<file path="src/hw/rtl/satag_pkg.sv">
// Package for the set-associative tag store: sizes, widths and shared types.
// Used by every module of the block but satag_ram; no dependencies.
package satag_pkg;
	localparam int SETS_DEF = 64;
	localparam int WAYS_DEF = 8;
	localparam int TAG_BITS_DEF = 40;
	localparam int STAMP_BITS_DEF = 48;
	localparam int SET_W = 6;
	localparam int TAG_W = 40;
	localparam int CNT_W = 4;
	localparam int FILL_W = 10;
	localparam logic [FILL_W-1:0] FILL_MAX = 10'd1023;

	typedef enum logic [1:0] {
		ST_CLEAR,
		ST_IDLE,
		ST_READ,
		ST_EVAL
	} bk_state_t;

	typedef struct packed {
		logic [SET_W-1:0] set_index;
		logic [TAG_W-1:0] line_tag;
	} req_t;

	typedef struct packed {
		logic                hit;
		logic [CNT_W-1:0]    recency_position;
		logic [CNT_W-1:0]    valid_ways;
		logic                evicted_valid;
		logic [FILL_W-1:0]   total_fills;
	} rsp_t;
endpackage

</file>
<file path="src/hw/rtl/satag_if.sv">
// Valid/ready channel interfaces for the tag store.
// Depends on satag_pkg.
interface satag_req_if;
	import satag_pkg::*;
	logic valid;
	logic ready;
	logic [SET_W-1:0] set_index;
	logic [TAG_W-1:0] line_tag;
	modport source (output valid, set_index, line_tag, input ready);
	modport sink (input valid, set_index, line_tag, output ready);
endinterface


</file>
<file path="src/hw/rtl/satag_front.sv">
// Front end: accepts access beats, folds the set index into range, masks the
// tag to TAG_BITS and queues them in a two-entry FIFO. Depends on satag_pkg.
module satag_front
	import satag_pkg::*;
#(
	parameter int SETS = SETS_DEF,
	parameter int TAG_BITS = TAG_BITS_DEF
) (
	input  logic clk,
	input  logic arst_n,
	satag_req_if.sink in,
	output logic  q_valid,
	input  logic  q_pop,
	output req_t  q_head
);
	req_t        mem_q [2];
	logic        wp_q, rp_q;
	logic [1:0]  cnt_q;
	req_t        nw;
	logic        push;

	assign in.ready = (cnt_q != 2'd2);
	assign push = in.valid && in.ready;
	assign q_valid = (cnt_q != 2'd0);
	assign q_head = mem_q[rp_q];

	always_comb begin
		nw.set_index = SET_W'(32'(in.set_index) % SETS);
		nw.line_tag = in.line_tag & TAG_W'({TAG_BITS{1'b1}});
	end

	always_ff @(posedge clk) begin
		if (push) begin
			mem_q[wp_q] <= nw;
		end
	end

	always_ff @(posedge clk or negedge arst_n) begin
		if (!arst_n) begin
			wp_q <= 1'b0;
			rp_q <= 1'b0;
			cnt_q <= 2'd0;
		end else begin
			if (push) wp_q <= ~wp_q;
			if (q_pop) rp_q <= ~rp_q;
			cnt_q <= cnt_q + 2'(push) - 2'(q_pop);
		end
	end
endmodule

</file>
<file path="src/flat_wrapper.sv">
// flat-port wrapper written by rule: the top's interface ports become plain ports
module satag_front_flat import satag_pkg::*;
#(
	parameter int SETS = SETS_DEF,
	parameter int TAG_BITS = TAG_BITS_DEF
)
  (clk, arst_n, q_valid, q_pop, q_head, in_valid, in_set_index, in_line_tag, in_ready);
  satag_req_if in_i ();
  input  logic clk;
  input  logic arst_n;
  output logic q_valid;
  input  logic q_pop;
  output req_t q_head;
  input wire logic [$bits(in_i.valid)-1:0] in_valid;
  input wire logic [$bits(in_i.set_index)-1:0] in_set_index;
  input wire logic [$bits(in_i.line_tag)-1:0] in_line_tag;
  output wire logic [$bits(in_i.ready)-1:0] in_ready;
  assign in_i.valid = in_valid;
  assign in_i.set_index = in_set_index;
  assign in_i.line_tag = in_line_tag;
  assign in_ready = in_i.ready;
  satag_front #(.SETS(SETS), .TAG_BITS(TAG_BITS)) u_core (.clk(clk), .arst_n(arst_n), .in(in_i), .q_valid(q_valid), .q_pop(q_pop), .q_head(q_head));
endmodule
</file>
<file path="config.mk">
export PLATFORM = sky130hd
export DESIGN_NAME = satag_front_flat
export DESIGN_NICKNAME = d
export VERILOG_FILES = /design/src/hw/rtl/satag_pkg.sv /design/src/hw/rtl/satag_if.sv /design/src/hw/rtl/satag_front.sv /design/src/flat_wrapper.sv
export SDC_FILE = /design/constraint.sdc
export NUM_CORES = 1
export LEC_CHECK = 0
export BUFFER_PORTS_ARGS = -buffer_cell sky130_fd_sc_hd__buf_4
export CAP_MARGIN = 20
export CORE_UTILIZATION = 52
export DETAILED_ROUTE_END_ITERATION = 12
export GPL_ROUTABILITY_DRIVEN = 0
export GPL_TIMING_DRIVEN = 0
export HOLD_SLACK_MARGIN = 0.02
export PLACE_DENSITY = 0.79
export SLEW_MARGIN = 5
export SYNTH_ARGS = -nofsm -noshare
export SYNTH_HDL_FRONTEND = slang
export SYNTH_SLANG_ARGS = --single-unit
</file>
<file path="constraint.sdc">
create_clock -name clk -period 3.2 [get_ports clk]
set_input_delay 0.32 -clock clk [delete_from_list [all_inputs] [get_ports clk]]
set_output_delay 0.32 -clock clk [all_outputs]
set_load 0.005 [all_outputs]
</file>
==> results of run 1 <==
[Yosys cell counts (all sizes together)]
master and n:
nand2b 1, buf 5, nor2 1, xor2 2, nand2 2, inv 1
mux2 46, edfxtp 92, and3 1, mux2i 1, or2 1, ha 1
nor2b 1, xnor2 2, dfrtp 4
[cell families (layout without fill, tap and decap cells)]
kind of cell | Yosys count | count (layout)
adders and majority gates | 1 | 1
and+or+nand+nor | 7 | 7
xor gates and xnor gates | 4 | 4
DFF | 96 | 96
buffers and inverters | 6 | 122
muxes | 47 | 47
[final cells by class]
type | count | area (um2)
buffer | 5 | 50.0
clock buffer | 9 | 124
clock inverter | 7 | 101
fill | 437 | 2010
inverter | 1 | 3.75
multi-input combinational | 59 | 733
sequential | 96 | 2860
tap | 96 | 120
timing repair buffer | 100 | 786
[path summary, 6_finish.rpt]
kind | start | endpoint | slack, ns
max in group asynchronous | arst_n | u_core.cnt_q[1] | 2.79
hold / removal | in_line_tag[18] | u_core.mem_q[1][18] | 0.15
setup / recovery | u_core.cnt_q[1] | u_core.mem_q[0][19] | 1.27
hold reg to reg | u_core.wp_q | u_core.wp_q | 0.55
min in group asynchronous | arst_n | u_core.rp_q | 0.30
setup reg to reg | u_core.cnt_q[1] | u_core.mem_q[0][19] | 1.27
[what timing repair did]
action / 4_1_cts / 5_1_grt
hold buffers: 1 / 0
buffers inserted: 0 / 0
endpoints found under the hold margin: 4 / 0
[per-layer routing]
| layer | vias up | track usage (%) | routed length (um) |
|---|---|---|---|
| met1 | 869 | 20.7 | 2450 |
| met4 | 0 | 6.52 | 109 |
| met5 | - | 0 | 0 |
| li1 | 845 | - | - |
| met2 | 53 | 32.0 | 3360 |
| met3 | 10 | 5.10 | 254 |
[state kept, by name (all words and copies together), names as in the netlist]
register	count
u_core.mem_q	92
u_core.cnt_q	2
u_core.rp_q	1
u_core.wp_q	1
[through the flow]
step | instances | power, W | hold WS, ns | instance area [um2] | util [%]
4_1_cts | 373 | 0.00417 | 0.140 | 4780 | 70.4
5_1_grt | 373 | 0.00432 | 0.128 | 4780 | 70.4
6_report | 373 | 0.00413 | 0.150 | 4780 | 70.4
2_1_floorplan | 161 | 0.00264 | 0.0244 | 3640 | -
3_5_place_dp | 356 | 0.00330 | 0.125 | 4550 | 66.9
3_3_place_gp | 354 | 0.00323 | 0.120 | 4490 | 66.1
[worst register-to-register path, stage by stage (launching register included)]
cell                       delay [ns]
sky130_fd_sc_hd__dfrtp_1         0.44
sky130_fd_sc_hd__nand2b_1        0.14
sky130_fd_sc_hd__nand2_1         0.16
sky130_fd_sc_hd__nor2_4          0.63
sky130_fd_sc_hd__buf_16          0.25
[report_power, final]
part | leakage [nW] | switching, W | total, W | internal (W)
logic | 0.876 | 0.000593 | 0.00145 | 0.000859
clock network | 0.112 | 0.000422 | 0.000871 | 0.000450
registers | 0.900 | 0.0000851 | 0.00180 | 0.00172
total | 1.89 | 0.00110 | 0.00413 | 0.00303
==> run summary, run 1 <==
* clock period minus worst slack: 1.93 ns
* width of the chip: 85.7 um
* proportion of layout cells with a drive suffix above 1: 61.0%
* Boundary Pins: 98
* most common library cell in the layout ignoring fill and taps: sky130_fd_sc_hd__buf_4
* actual slew at the worst max-slew pin: 0.780 ns
* Worst slew margin: 47.9%
* half-perimeter wire length after detailed placement: 4.33 mm
* post-CTS clock slew at the launch and capture registers of the worst setup and hold paths: 0.10 ns
* count of inserted antenna diode cells: 0
* syn_area_per_cell: 22.6 um2
* number of pins with negative max-slew slack in the final report: 0
* multiplexer area fraction after synthesis: 17.6%
* vias in the first global route: 1960
* final cycle utilization of the critical path: 60.2%
* total power density per cell area: 863 mW/mm2
* clock tree root buffer cell: sky130_fd_sc_hd__clkbuf_8
* area share of the largest cell type after synthesis: 75.9%
* main combinational cell family by area after synthesis: multiplexers
* area inside the core boundary: 0.00679 mm2
* clock buffer count from CTS: 9
* top cell family by delay on the critical path: simple AND/OR/NAND/NOR gates
* netlist area before placement: 0.00364 mm2
* compound-gate portion of the synthesized area: 0%
* setup repair after global routing missed its margin: no
* Peak VDD IR: 713 uV
* outcome: finished clean
* clk_skew: 0.00857 ns
* TritonCTS clock tree: built
* Yosys warning total: 0
* DRC violation count after routing: 0
* Initial Utilization: 53.6%
* final number of setup-violating endpoints: 0
* via density per instance: 4.76
* detail-routed net length per standard cell: 16.5 um
* highest-count cells in the layout ignoring fill and taps: sky130_fd_sc_hd__buf_4, sky130_fd_sc_hd__edfxtp_1, sky130_fd_sc_hd__mux2_4, sky130_fd_sc_hd__mux2_2, sky130_fd_sc_hd__clkbuf_8
* detailed router's first-iteration violation count: 56
* data required time of the critical path: 3.25 ns
* area share of fa/ha/maj cells after synthesis: 0.344%
* clock net sink count: 96
* Area contributors post-synth: sky130_fd_sc_hd__edfxtp_1, sky130_fd_sc_hd__mux2_4, sky130_fd_sc_hd__mux2_2
* number of antenna violations at the first check in global routing: 0
* CP endpoint kind: flip-flop
* number of endpoints with negative hold slack in the final report: 0
* sum of negative setup slack: 0 ns
* cell with the largest stage delay on the worst path: sky130_fd_sc_hd__nor2_4
* Synthesized Nets: 212
* largest stage delay on the critical path: 0.63 ns
* post-synthesis to final-layout area growth: 31.3%
* Achievable Freq: 519 MHz
* FP Rows: 30
* crit path cell chain: nand2b_1 -> nand2_1 -> nor2_4 -> buf_16
* distinct cell type count after synthesis: 17
* Max Root-Sink Buffers: 2
* overall global routing resource usage: 17.9%
* simple logic cell fraction of the synthesized area: 0.997%
* pin count of the biggest net entering global routing: 29
* Hold Path Class: input pin to flip-flop
* pre-CTS setup slack: 1.27 ns
* Port Buffer Count: 97
* arrival time at the worst endpoint: 1.97 ns
* remaining global-route overflow: 0
* number of standard cells after synthesis: 161
* Post-Route WL: 6.17 mm
* total via count after detailed routing: 1777
* height of the die: 85.7 um
* sequential-to-total area share from yosys stat: 78.6%
* share of the synthesized netlist area taken by xor and xnor gates: 0.962%
* number of storage elements in the synthesis netlist: 96
* Crit Path Class: flip-flop to flip-flop
* cell depth of the worst flop-to-flop path: 4
* clock latency of the later-clocked register in the worst-skew pair: 0.34 ns
* final net count: 323
* leakage power summed over all cells: 1.89 nW
* level count of the clock H-tree: 3
* area leader, netlist: sky130_fd_sc_hd__edfxtp_1
* buffers and inverters on the worst path: 1
* number of nets with antenna violations after routing: 0
* count of cells resized by post-cts repair: 0
* critical path startpoint category: flip-flop
* cell depth of the worst setup path: 4
* die outline area: 0.00734 mm2
* # Max-Cap Violations: 0
* number of stages on the worst hold path: 1
* total iterations of the first detailed-routing run: 6
* largest fanout on the critical path: 24
* first-pass GRT wire length: 9.64 mm
* final worst-path setup slack: 1.27 ns
No activity file was read; power rests on OpenSTA's default activity.
==> run 2: changes to the inputs <==
==> constraint.sdc (replaced) <==
create_clock -name clk -period 1.8 [get_ports clk]
set_input_delay 0.18 -clock clk [delete_from_list [all_inputs] [get_ports clk]]
set_output_delay 0.18 -clock clk [all_outputs]
set_load 0.005 [all_outputs]
==> run 2 against run 1 <==
  * Final cell count increased by 13%
  * Flip-flop and latch count unchanged
  * Routed wire length increased by 16%
  * Sequential share of layout area decreased by 5.6 points
  * Core utilization increased by 7.3 points
  * Power increased by 81%
  * First-iteration DRC count increased by 140%
  * Clock skew increased by 0.0040 ns
  * Register-to-register slack got worse by 1.1 ns
  * Clock power increased by 73%
  * Global-route usage increased by 1.6 points
  * Critical endpoint is now q_head[13]
  * Largest power group unchanged
  * Highest routed layer unchanged
==> run summary, run 2 (synthesis gave the netlist of run 1 again) <==
* overall global routing resource usage: 19.5%, was 17.9%
* clock period minus worst slack: 1.72 ns
* cell with the largest stage delay on the worst path: sky130_fd_sc_hd__dfrtp_1, was sky130_fd_sc_hd__nor2_4
* final number of setup-violating endpoints: 0, unchanged
* Worst slew margin: 72.1%, was 47.9%
* Max Root-Sink Buffers: 2, unchanged
* Crit Path Class: flip-flop to primary output, was flip-flop to flip-flop
* Initial Utilization: 53.6%, unchanged
* Achievable Freq: 582 MHz
* post-CTS clock slew at the launch and capture registers of the worst setup and hold paths: 0.09 ns, was 0.10 ns
* leakage power summed over all cells: 2.09 nW, was 1.89 nW
* actual slew at the worst max-slew pin: 0.418 ns, was 0.780 ns
* total power density per cell area: 1420 mW/mm2, was 863 mW/mm2
* critical path startpoint category: flip-flop, unchanged
* sum of negative setup slack: 0 ns, unchanged
* # Max-Cap Violations: 0, unchanged
* detail-routed net length per standard cell: 16.9 um, was 16.5 um
* number of antenna violations at the first check in global routing: 0, unchanged
* number of endpoints with negative hold slack in the final report: 0, unchanged
* final net count: 372, was 323
* half-perimeter wire length after detailed placement: 4.03 mm, was 4.33 mm
* switching share of power: 27.0%, was 26.7%
* max FFs per register: 92, unchanged
* TritonCTS clock tree: built, unchanged
* proportion of layout cells with a drive suffix above 1: 52.5%, was 61.0%
* Boundary Pins: 98, unchanged
* die outline area: 0.00734 mm2, unchanged
* Crit path top cell by count: sky130_fd_sc_hd__buf_6
* cell area reported after detailed placement: 0.00453 mm2, was 0.00455 mm2
* vias in the first global route: 2231, was 1960
* final design area excluding fillers: 0.00528 mm2, was 0.00478 mm2
* biggest regs: u_core.mem_q x92, u_core.cnt_q x2, unchanged
* crit path cell chain: buf_6 -> buf_6 -> mux2_4 -> buf_4, was nand2b_1 -> nand2_1 -> nor2_4 -> buf_16
* setup repair after global routing missed its margin: yes, was no
* clock share of power: 20.1%, was 21.1%
* level count of the clock H-tree: 3, unchanged
* clock buffer count from CTS: 9, unchanged
* post-synthesis to final-layout area growth: 44.9%, was 31.3%
* height of the die: 85.7 um, unchanged
* total power: 0.00748 W, was 0.00413 W
* via density per instance: 4.81, was 4.76
* remaining global-route overflow: 0, unchanged
* pin count of the biggest net entering global routing: 47, was 29
* detailed router's first-iteration violation count: 136, was 56
* Post-Route WL: 7.15 mm, was 6.17 mm
* number of cells in the design after placement: 355, was 356
* data required time of the critical path: 1.62 ns, was 3.25 ns
* clk_skew: 0.0126 ns, was 0.00857 ns
* first-pass GRT wire length: 10.5 mm, was 9.64 mm
* count of inserted antenna diode cells: 0, unchanged
* DRC violation count after routing: 0, unchanged
* number of pins with negative max-slew slack in the final report: 0, unchanged
* internal power contribution: 0.00546 W, was 0.00303 W
* number of nets with antenna violations after routing: 0, unchanged
* FP Rows: 30, unchanged
* final cycle utilization of the critical path: 95.4%
* total via count after detailed routing: 2029, was 1777
* cell depth of the worst flop-to-flop path: 2, was 4
* clock tree root buffer cell: sky130_fd_sc_hd__clkbuf_8, unchanged
* clock net sink count: 96, unchanged
* Hold Path Class: input pin to asynchronous set/reset pin, was input pin to flip-flop
* most common library cell in the layout ignoring fill and taps: sky130_fd_sc_hd__buf_4, unchanged
* clock latency of the later-clocked register in the worst-skew pair: 0.34 ns, about the same
* count of non-filler cells in the finished layout: 422, was 373
* Peak VDD IR: 1250 uV, was 713 uV
* fraction of power consumed by combinational cells: 36.9%, was 35.2%
* largest stage delay on the critical path: 0.37 ns, was 0.63 ns
* Psw: 0.00202 W, was 0.00110 W
* CP endpoint kind: primary output, was flip-flop
* area inside the core boundary: 0.00679 mm2, unchanged
* outcome: finished clean, unchanged
* sequential share of power: 43.0%, was 43.7%
* pre-CTS setup slack: -0.107 ns, was 1.27 ns
* final worst-path setup slack: 0.0831 ns, was 1.27 ns
* highest-count cells in the layout ignoring fill and taps: sky130_fd_sc_hd__buf_4, sky130_fd_sc_hd__edfxtp_1, sky130_fd_sc_hd__dlygate4sd3_1, sky130_fd_sc_hd__mux2_4, sky130_fd_sc_hd__mux2_2, was sky130_fd_sc_hd__buf_4, sky130_fd_sc_hd__edfxtp_1, sky130_fd_sc_hd__mux2_4, sky130_fd_sc_hd__mux2_2, sky130_fd_sc_hd__clkbuf_8
* register with the most flip-flops: u_core.mem_q, unchanged
* width of the chip: 85.7 um, unchanged
* largest fanout on the critical path: 10, was 24
* arrival time at the worst endpoint: 1.54 ns, was 1.97 ns
* Port Buffer Count: 97, unchanged
* total iterations of the first detailed-routing run: 4, was 6
## run 2: cell types whose count changed in the layout (fill, tap and decap cells not counted), sizes merged
| cell | previous run | this run |
|---|---|---|
| dlygate4sd3 | 1 | 48 |
| inv | 4 | 2 |
| buf | 104 | 105 |
| clkinv | 1 | 2 |
| nor2 | 1 | 2 |
| clkinvlp | 1 | 2 |
## run 2: power groups by stage
stage | combinational [W] | clock [W] | sequential, W
floorplan | 0.00147 | 0 | 0.00321
global placement | 0.00250 | 0 | 0.00323
detailed placement | 0.00257 | 0 | 0.00326
CTS | 0.00267 | 0.00153 | 0.00321
global route | 0.00294 | 0.00162 | 0.00326
finish | 0.00276 | 0.00151 | 0.00322
## run 2: metrics by stage
stage	hold slack (ns)	utilization, %
detailed placement	-0.0188	66.6
floorplan	-0.116	-
finish	0.151	77.6
global placement	-0.0197	66.2
global route	0.147	77.6
CTS	0.140	76.9
## run 2: final timing paths
kind                                       end  slack, ns         from
max                                 q_head[13]       0.08  u_core.rp_q
min                                u_core.wp_q       0.15       arst_n
max reg2reg                u_core.mem_q[1][26]       0.22  u_core.wp_q
min reg2reg                        u_core.wp_q       0.69  u_core.wp_q
max in group asynchronous      u_core.cnt_q[1]       1.53       arst_n
min in group clk                   u_core.wp_q       0.37     in_valid
## run 2: layout make-up
cell class,count,area (um2)
Multi-Input combinational cell,60,744
Clock buffer,9,124
Tap cell,96,120
Sequential cell,96,2860
Inverter,1,3.75
Fill cell,367,1520
Buffer,5,50.0
Clock inverter,7,93.8
Timing Repair Buffer,148,1280
## run 2: layer usage
| layer | track usage (%) | vias to the layer above | part of all wire, % |
|---|---|---|---|
| met3 | 5.10 | 14 | 4.3 |
| met1 | 20.9 | 1000 | 38 |
| met2 | 35.6 | 69 | 55 |
| met4 | 9.70 | 0 | 2.1 |
| met5 | 0 | - | 0 |
| li1 | - | 946 | - |
## run 2: timing repair
action                                  CTS  global route
resized for setup                         0             1
hold endpoints to repair                 97             0
hold buffers                             48             0
setup buffers                             0             1
endpoints found under the setup margin   69            49
gates cloned                              0             1
pin swaps                                 0             1
## run 2: critical path, delay by kind of cell, from the launching register on
| family | cells | cell delay (ns) |
|---|---|---|
| mux | 1 | 0.32 |
| buf+inv | 3 | 0.51 |
| flops | 1 | 0.37 |
